$ cat src/rtl/core/jacobi_stencil_sweep_defines.svh
// ----------------------------------------------------------------------------
// Assertion macros for the stencil sweep block
// Concurrent assertion wrappers that vanish when SYNTHESIS is defined.
// ----------------------------------------------------------------------------
`ifndef JACOBI_STENCIL_SWEEP_DEFINES_SVH
`define JACOBI_STENCIL_SWEEP_DEFINES_SVH

`ifndef SYNTHESIS
// Same-cycle implication, disabled during reset.
`define JSS_ASSERT_IMP(lbl, ck, rs, ante, cons) \
  lbl: assert property (@(posedge ck) disable iff (rs) (ante) |-> (cons)) \
    else $error("stencil sweep assertion failed");
// Next-cycle implication, disabled during reset.
`define JSS_ASSERT_NXT(lbl, ck, rs, ante, cons) \
  lbl: assert property (@(posedge ck) disable iff (rs) (ante) |=> (cons)) \
    else $error("stencil sweep assertion failed");
`else
`define JSS_ASSERT_IMP(lbl, ck, rs, ante, cons)
`define JSS_ASSERT_NXT(lbl, ck, rs, ante, cons)
`endif

`endif

$ cat src/rtl/core/jss_pkg.sv
// ----------------------------------------------------------------------------
// Stencil sweep package
// Shared sizes, defaults and the configuration bundle of the sweep block.
// ----------------------------------------------------------------------------
`default_nettype none

package jss_pkg;

  localparam int VALUE_BITS_DEF = 24;
  localparam int MAX_WIDTH_DEF  = 1024;
  localparam int MAX_HEIGHT     = 1024;
  localparam int DIM_BITS       = 11;
  localparam int IDX_BITS       = 10;
  localparam int APB_ADDR_BITS  = 3;
  localparam int APB_DATA_BITS  = 32;

  localparam logic [DIM_BITS-1:0] DIM_MIN = 11'd3;

  typedef struct packed {
    logic [DIM_BITS-1:0] grid_width;
    logic [DIM_BITS-1:0] grid_height;
    logic                written;
  } jss_cfg_t;

endpackage

`default_nettype wire

$ cat src/rtl/core/jss_apb_regs.sv
// ----------------------------------------------------------------------------
// Configuration registers
// APB-style register file holding the grid width and height.
// ----------------------------------------------------------------------------
`default_nettype none

module jss_apb_regs (
  input  logic                               clk,
  input  logic                               rst,
  input  logic                               psel,
  input  logic                               penable,
  input  logic                               pwrite,
  input  logic [jss_pkg::APB_ADDR_BITS-1:0]  paddr,
  input  logic [jss_pkg::APB_DATA_BITS-1:0]  pwdata,
  output logic [jss_pkg::APB_DATA_BITS-1:0]  prdata,
  output logic                               pready,
  output jss_pkg::jss_cfg_t                  cfg
);
  import jss_pkg::*;

  localparam logic REG_GRID_WIDTH  = 1'b0;
  localparam logic REG_GRID_HEIGHT = 1'b1;
  localparam logic [DIM_BITS-1:0] DIM_RESET = 11'd64;

  logic [DIM_BITS-1:0] grid_width;
  logic [DIM_BITS-1:0] grid_height;
  logic                wr_fire;
  logic                reg_sel;

  assign pready  = 1'b1;
  assign wr_fire = psel && penable && pwrite && pready;
  // Registers sit on 4-byte steps, so one address bit picks the register.
  assign reg_sel = paddr[APB_ADDR_BITS-1];

  always_ff @(posedge clk) begin
    if (rst) begin
      grid_width  <= DIM_RESET;
      grid_height <= DIM_RESET;
    end else if (wr_fire) begin
      unique case (reg_sel)
        REG_GRID_WIDTH:  grid_width  <= pwdata[DIM_BITS-1:0];
        REG_GRID_HEIGHT: grid_height <= pwdata[DIM_BITS-1:0];
        default: ;
      endcase
    end
  end

  always_comb begin
    unique case (reg_sel)
      REG_GRID_WIDTH:  prdata = {{(APB_DATA_BITS-DIM_BITS){1'b0}}, grid_width};
      REG_GRID_HEIGHT: prdata = {{(APB_DATA_BITS-DIM_BITS){1'b0}}, grid_height};
      default:         prdata = '0;
    endcase
  end

  assign cfg.grid_width  = grid_width;
  assign cfg.grid_height = grid_height;
  assign cfg.written     = wr_fire;

endmodule

`default_nettype wire

$ cat config.mk
export PLATFORM = sky130hd
export DESIGN_NAME = jss_apb_regs
export DESIGN_NICKNAME = d
export VERILOG_FILES = /design/src/rtl/core/jacobi_stencil_sweep_defines.svh /design/src/rtl/core/jss_pkg.sv /design/src/rtl/core/jss_apb_regs.sv
export SDC_FILE = /design/constraint.sdc
export NUM_CORES = 1
export LEC_CHECK = 0
export BUFFER_PORTS_ARGS = -buffer_cell sky130_fd_sc_hd__buf_2
export CAP_MARGIN = 0
export CORE_MARGIN = 2
export CORE_UTILIZATION = 34
export CTS_CLUSTER_DIAMETER = 40
export DETAILED_ROUTE_END_ITERATION = 12
export GPL_TIMING_DRIVEN = 0
export PLACE_DENSITY = 0.75
export SLEW_MARGIN = 15
export SYNTH_ARGS = -nofsm -noshare
export SYNTH_HDL_FRONTEND = slang
export SYNTH_SLANG_ARGS = --single-unit
$ cat constraint.sdc
create_clock -name clk -period 1.2 [get_ports clk]
set_clock_uncertainty 0.15 [all_clocks]
set_input_delay 0 -clock clk [delete_from_list [all_inputs] [get_ports clk]]
set_output_delay 0 -clock clk [all_outputs]
set_load 0.05 [all_outputs]
==> qor.csv, run 1 <==
metric;value;unit
fraction of layout cells with a size suffix above 1;57.1;%
DR pass1 iterations;4;
Filler Cells Inserted;301;
Synth top area share;35.6;%
Area contributors post-synth;dfxtp_1, mux2i_1, nand2b_1, buf_4, mux2_2;
Worst-path clk slew;0.13;ns
design area;0.00209;mm2
Syn-to-layout area delta;68.4;%
Clock Path Buffers;2;
failing checks;setup timing;
wire per inst;12.5;um
period utilization;103;%
Cell Chain, Critical Path;mux2_4 > buf_8;
Setup Crit Path Kind;register to output pin;
Synth Flop Type;dfxtp_1;
number of synthesized flops with an enable pin;0;
setup TNS;-0.227;ns
Place WS;0.0357;ns
Overall Global Routing Usage;15.6;%
Layout Nets;266;
Num CTS Buffers;3;
# IOs;96;
Critical Path Fanout Max;3;
Post-synth top cells;nand2b_1, buf_4, dfxtp_1, mux2i_1, mux2_2;
run status;complete, but fails checks;
hpwl dp;2040;um
core area;0.00342;mm2
Crit-path slowest cell;dfxtp_2;
largest net degree at the start of global routing;12;
area of the die;0.00414;mm2
depth of the CTS H-tree;1;
Starting DRT DRC Count;18;
Root Buffer;clkbuf_4;
Via density;4.10;
synth unique cells;14;
largest stage delay on the critical path;0.35;ns
synth warn;0;
average cell area after synthesis;9.99;um2
most common cell in the netlist;nand2b_1;
Req. time, crit path;1.05;ns
CTS Sinks;22;
Site Rows;21;
Cell Area, Synth;0.00124;mm2
Final Non-Filler Cells;270;
fmax;807;MHz
Die Y;64.4;um
pwr/cell area;790;mW/mm2
Worst EP arrival;1.09;ns
maxcap violations;0;
Port Buffer Count;50;
drt total wl;3370;um
Largest delay share family, worst path;flip-flops;
DRT antenna net count;0;
Final setup viols;10;
Yosys top cell by area;dfxtp_1;
Layout Utilization;61.1;%
crit path time final;1.24;ns
drt drc;0;
antenna diode count;0;
Final Max Slew Viols;0;
worst hold path type;primary input to register;
register area share after synthesis;35.6;%
Cells after Synth;124;
Buf+Inv Stages, Crit Path;1;
first-pass GRT wire length;4970;um
number of global-route vias before repair;1108;
P_leak;1.10;nW
final hold vios;0;
via count;1106;
TritonCTS clock tree;built;
GR Overflow Total;0;
Async S/R FF share, synth;0;%
initial antenna violation count;0;
maximum vdd drop;0.408;mV
CP endpoint kind;output pin;
count of state elements after synthesis;22;
Tot Pwr;1.65;mW
dpl cells;240;
setup ws final;-0.0387;ns
routability cong.;0.598;
hold slack;0.0274;ns
Worst Setup Start Kind;register;
Die Wd;64.4;um
Skew-Pair Late Insertion Delay;0.30;ns
Initial Util;36.3;%
Placed Area;0.00162;mm2
unrepaired setup endpoints after global routing;true;
[cell usage in the layout, fill, tap and decap left out, drive strengths merged]
| master | n |
|---|---|
| clkbuf | 18 |
| dlygate4sd3 | 12 |
| conb | 22 |
| mux2 | 11 |
| dfxtp | 22 |
| buf | 79 |
| and4b | 1 |
| nand2b | 30 |
| nor2 | 3 |
| nand4b | 1 |
| nand4 | 1 |
| and4 | 1 |
| mux2i | 22 |
| and3 | 1 |
[routing by layer]
layer | wire length, um | track usage (%) | part of all wire [%]
met1 | 1410 | 18.7 | 42
met2 | 1770 | 28.5 | 52
met3 | 174 | 2.29 | 5.2
met4 | 18 | 4.79 | 0.53
met5 | 0 | 0 | 0
[state kept, by name, indices dropped and copies added (netlist names)]
| name | cells |
|---|---|
| grid_height | 11 |
| grid_width | 11 |
[final cells by class]
cell class                      instances  area (um2)  area share [%]
Buffer                                 29         201            9.66
Multi-Input combinational cell         93         713            34.2
Timing Repair Buffer                   77         623            29.9
Clock buffer                            3        22.5            1.08
Sequential cell                        22         468            22.4
Tap cell                               46        57.6            2.76
[path summary, 6_finish.rpt]
path,slack [ns],endpoint,cells after the start,start
worst max register to register,0.29,grid_width[6],3,grid_width[6]
worst min register to register,0.34,grid_height[7],2,grid_height[7]
worst max-delay path,-0.04,prdata[1],2,grid_width[1]
worst min-delay path,0.03,grid_width[4],3,penable
[logic make-up after synthesis]
group | after synthesis | synth area share, %
muxes | 33 | 27.8
and+or+nand+nor | 38 | 19.8
other | 2 | 0.606
DFF | 22 | 35.6
buffers and inverters | 29 | 16.3
[where the power goes]
group	switching, mW	leakage, nW	internal, mW
Clock	0.219	0.0138	0.117
Combinational	0.347	0.897	0.206
Sequential	0.0104	0.187	0.749
[timing repair]
item / CTS / global route
buffers inserted: 15 / 0
resized for setup: 42 / 36
endpoints found under the setup margin: 11 / 18
hold endpoints to repair: 22 / 0
hold buffers: 12 / 0
[worst reg2reg max path: cells and delay by family (launching register included)]
| kind | cells | cell delay (ns) |
|---|---|---|
| flops | 1 | 0.35 |
| buf+inv | 1 | 0.13 |
| simple gates | 1 | 0.09 |
| mux | 1 | 0.08 |
(Power assumes the default switching activity.)
==> run 2: changes to the inputs <==
- GPL_TIMING_DRIVEN: 0 -> unset
==> run 2 against run 1 <==
  * Sequential share of layout area up 2.5 points
  * Core utilization down 6.1 points
  * Worst hold slack worse by 0.0074 ns
  * Sequential power about the same
  * Via count down 7.4%
  * The run still ends with setup timing left
==> qor.csv, run 2 (synthesized netlist as in run 1, its figures left out) <==
metric;value;unit;change
hpwl dp;1760;um;-14%
Via density;4.20;;+2.5%
first-pass GRT wire length;4600;um;-7.5%
Die Wd;64.4;um;unchanged
Num CTS Buffers;3;;unchanged
Final Max Slew Viols;0;;unchanged
antenna diode count;0;;unchanged
number of global-route vias before repair;955;;-14%
worst hold path type;primary input to register;;
Starting DRT DRC Count;8;;-10
failing checks;setup timing;;
Site Rows;21;;unchanged
Port Buffer Count;50;;unchanged
fmax;807;MHz;about the same
unrepaired setup endpoints after global routing;true;;
maximum vdd drop;0.559;mV;+37%
Worst-path clk slew;0.13;ns;about the same
Clock Path Buffers;2;;unchanged
commonest cells after routing, fill and taps aside;buf_2, nand2b_1, mux2i_1, conb_1, dfxtp_2;;
design area;0.00188;mm2;-10%
multi-input logic area;698;um2;-2.1%
wire per inst;12.1;um;-2.8%
Reg area;468;um2;unchanged
Initial Util;36.3;%;unchanged
Critical Path Fanout Max;3;;unchanged
Top Registers;grid_height (11), grid_width (11);;
Cell Chain, Critical Path;mux2_2 > buf_6;;
Die Y;64.4;um;unchanged
Tot Pwr;1.66;mW;+0.42%
initial antenna violation count;0;;unchanged
area of the die;0.00414;mm2;unchanged
hold slack;0.0200;ns;-0.00736 ns
Worst Setup Start Kind;register;;
Skew-Pair Late Insertion Delay;0.30;ns;about the same
Reg2Reg Depth;3;;unchanged
final hold vios;0;;unchanged
Worst EP arrival;1.09;ns;about the same
WHS Path Cells;3;;unchanged
Overall Global Routing Usage;14.8;%;-0.80 points
Layout Nets;239;;-10%
GR Overflow Total;0;;unchanged
Root Buffer;clkbuf_4;;
Final setup viols;11;;+1
drt total wl;2960;um;-12%
via count;1024;;-7.4%
Placed Area;0.00145;mm2;-11%
drt drc;0;;unchanged
CTS Sinks;22;;unchanged
DR pass1 iterations;4;;unchanged
P_leak;0.962;nW;-12%
Setup Crit Path Kind;register to output pin;;
depth of the CTS H-tree;1;;unchanged
DRT antenna net count;0;;unchanged
most common cell after layout, fill and taps aside;buf_2;;
crit path time final;1.24;ns;-0.000132 ns
period utilization;103;%;about the same
pwr/cell area;881;mW/mm2;+12%
largest net degree at the start of global routing;34;;+22
# IOs;96;;unchanged
Crit-path slowest cell;dfxtp_2;;
maxcap violations;0;;unchanged
setup ws final;-0.0385;ns;+0.000132 ns
core area;0.00342;mm2;unchanged
CP endpoint kind;output pin;;
Req. time, crit path;1.05;ns;about the same
run status;complete, but fails checks;;
largest stage delay on the critical path;0.35;ns;about the same
Filler Cells Inserted;304;;+1.0%
fraction of layout cells with a size suffix above 1;53.5;%;-3.6 points
routability cong.;0.604;;+0.99%
Syn-to-layout area delta;51.6;%;
TritonCTS clock tree;built;;
run 2: cell types whose count changed in the layout (fill, tap and decap cells not counted), moves of 4 or more:
cell,change
buf_4,-22
buf_6,+4
buf_2,+4
mux2_2,+4
clkbuf_4,-6
buf_8,-4
mux2_4,-4
run 2: layout make-up:
type	instances	share of cell area, %
clock buffers	4	1.93
multi-input cells	93	37.2
flip-flops and latches	22	24.9
well taps	46	3.06
repair buffers	79	32.9
run 2: routing by layer:
layer	GRT usage, %	part of all wire [%]	vias to the layer above
li1	-	-	513
met1	17.5	41	469
met2	25.9	51	38
met3	2.46	6.0	4
met4	6.91	1.1	0
met5	0	0	-
run 2: power breakdown:
part	internal [mW]	switching, mW	total, mW
clock	0.185	0.231	0.416
combinational	0.150	0.331	0.480
sequential	0.749	0.00968	0.759
total	1.08	0.572	1.66
run 2: through the flow:
stage | worst slack, ns | TNS (ns) | cells | utilization [%]
after floorplan | 0.000676 | 0 | 144 | -
after global placement | 0.101 | 0 | 213 | 42.4
after detailed placement | 0.116 | 0 | 213 | 42.4
after CTS | -0.0420 | -0.376 | 243 | 54.3
after global routing | -0.0796 | -0.658 | 244 | 55.0
final | -0.0385 | -0.275 | 244 | 55.0
run 2: path summary, 6_finish.rpt:
path / endpoint / slack [ns] / startpoint
max: prdata[4] / -0.04 / grid_height[4]
min: grid_width[8] / 0.02 / penable
max reg2reg: grid_height[6] / 0.29 / grid_height[6]
min reg2reg: grid_width[2] / 0.33 / grid_width[2]
run 2: worst max-delay path, delay by kind of cell, from the launching register on:
kind                   cells  cell delay [ns]
multiplexers               1             0.27
buffers and inverters      1             0.15
flip-flops                 1             0.35
run 2: what timing repair did:
action,in CTS,in global routing
hold endpoints to repair,22,0
setup endpoints to repair,11,17
setup buffers,15,1
resized for setup,58,6
cloned,0,0
hold buffers,11,0
pin swaps,0,0
==> run 3: changes to the inputs <==
--- a/constraint.sdc
+++ b/constraint.sdc
@@ -4,2 +4,2 @@
 set_output_delay 0 -clock clk [all_outputs]
-set_load 0.05 [all_outputs]
+set_load 0.1 [all_outputs]
==> run 3 against run 2 <==
  * The flow still finishes with violations (setup timing)
  * Fmax shrank 2.6%
  * Setup slack lost 0.033 ns
  * Register-to-register slack got worse by 0.06 ns
  * Non-clock buffer count is 4 higher
  * Clock-buffer cell count decreased by 1
  * Global-route usage rose by 1.2 points
  * Final cell count is 1.6% higher
  * Clock power fell by 19%
  * Sequential power is 5.4% lower
==> qor.csv, run 3 (synthesized netlist as in run 1, its figures left out) <==
metric;value;unit;change
Final setup viols;11;;unchanged
via count;1079;;+5.4%
routability cong.;0.655;;+8.5%
Layout Nets;243;;+1.7%
core area;0.00342;mm2;unchanged
Critical Path Fanout Max;3;;unchanged
DR pass1 iterations;4;;unchanged
Site Rows;21;;unchanged
Worst-path clk slew;0.13;ns;about the same
cts repair resizes;0;;-100%
run status;complete, but fails checks;;
Setup Crit Path Kind;register to output pin;;
# IOs;96;;unchanged
Worst Setup Start Kind;register;;
Worst EP arrival;1.12;ns;+0.03 ns
Skew-Pair Late Insertion Delay;0.30;ns;about the same
Root Buffer;clkbuf_4;;
period utilization;106;%;+2.7 points
Starting DRT DRC Count;22;;+14
area of the die;0.00414;mm2;unchanged
Final Max Slew Viols;0;;unchanged
drt drc;0;;unchanged
fmax;786;MHz;-2.6%
Final Non-Filler Cells;248;;+1.6%
commonest cells after routing, fill and taps aside;buf_12, nand2b_1;;
worst hold path type;primary input to register;;
first-pass GRT wire length;5310;um;+15%
Port Buffer Count;50;;unchanged
depth of the CTS H-tree;1;;unchanged
Overall Global Routing Usage;16.1;%;+1.2 points
hold slack;0.00638;ns;-0.0137 ns
Layout Utilization;68.5;%;+14 points
Tot Pwr;1.86;mW;+13%
failing checks;setup timing;;
WHS Path Cells;3;;unchanged
Num CTS Buffers;3;;unchanged
Die Wd;64.4;um;unchanged
fraction of layout cells with a size suffix above 1;54.0;%;+0.43 points
crit path time final;1.27;ns;+0.0330 ns
Initial Util;36.3;%;unchanged
dpl cells;213;;unchanged
setup TNS;-0.623;ns;-0.348 ns
CP endpoint kind;output pin;;
Die Y;64.4;um;unchanged
Top Registers;grid_height (11), grid_width (11);;
antenna diode count;0;;unchanged
largest net degree at the start of global routing;34;;unchanged
maximum vdd drop;0.448;mV;-20%
hpwl dp;2180;um;+24%
Req. time, crit path;1.05;ns;about the same
number of global-route vias before repair;1159;;+21%
GR Overflow Total;0;;unchanged
wire per inst;12.4;um;+2.5%
final hold vios;0;;unchanged
P_leak;1.08;nW;+12%
pwr/cell area;796;mW/mm2;-9.7%
maxcap violations;0;;unchanged
Via density;4.35;;+3.7%
Clock Path Buffers;2;;unchanged
DRT antenna net count;0;;unchanged
CTS Sinks;22;;unchanged
TritonCTS clock tree;built;;
Reg2Reg Depth;3;;unchanged
setup ws final;-0.0715;ns;-0.0330 ns
initial antenna violation count;0;;unchanged
most common cell after layout, fill and taps aside;buf_12;;
drt total wl;3080;um;+4.2%
Syn-to-layout area delta;89.0;%;
unrepaired setup endpoints after global routing;true;;
==> run 3: metrics by stage <==
step | area, um2 | setup slack [ns]
2_1_floorplan | 1440 | 0.123
3_3_place_gp | 2050 | 0.0789
3_5_place_dp | 2050 | 0.0657
4_1_cts | 2330 | -0.0743
5_1_grt | 2340 | -0.108
6_report | 2340 | -0.0715
==> run 3: worst max-delay path: stages, from the launching register on <==
cell,delay [ns]
dfxtp_4,0.38
mux2_4,0.27
buf_12,0.17
==> run 3: path summary, 6_finish.rpt <==
kind              slack [ns]      startpoint       endpoint
setup reg to reg        0.23   grid_width[6]  grid_width[6]
hold / removal         0.006         penable  grid_width[7]
hold reg to reg         0.37   grid_width[8]  grid_width[8]
setup / recovery       -0.07  grid_height[2]      prdata[2]
==> run 3: power breakdown <==
| group | internal (mW) | switching, mW | total (mW) |
|---|---|---|---|
| sequential | 0.708 | 0.0106 | 0.718 |
| clock | 0.121 | 0.218 | 0.339 |
| combinational | 0.213 | 0.592 | 0.805 |
| total | 1.04 | 0.821 | 1.86 |
==> run 3: what timing repair did <==
| action | in CTS | in global routing |
|---|---|---|
| setup endpoints to repair | 11 | 11 |
| hold buffers | 11 | 0 |
| buffers inserted | 19 | 1 |
| hold endpoints to repair | 22 | 0 |
==> run 3: area by class of cell <==
cell class / count / area (um2)
clock buffers: 3 / 22.5
clock inverters: 1 / 3.75
fillers: 244 / 1070
multi-input cells: 93 / 713
flip-flops and latches: 22 / 523
well taps: 46 / 57.6
repair buffers: 83 / 1020
==> run 3: routing by layer <==
layer  wire length (um)  vias to the layer above  global-route usage, %  part of all wire [%]
met3                223                        0                   4.40                   7.2
met4                  0                        0                   3.19                     0
met5                  0                        -                      0                     0
li1                   -                      525                      -                     -
met1               1160                      504                   16.8                    38
met2               1700                       50                   31.6                    55
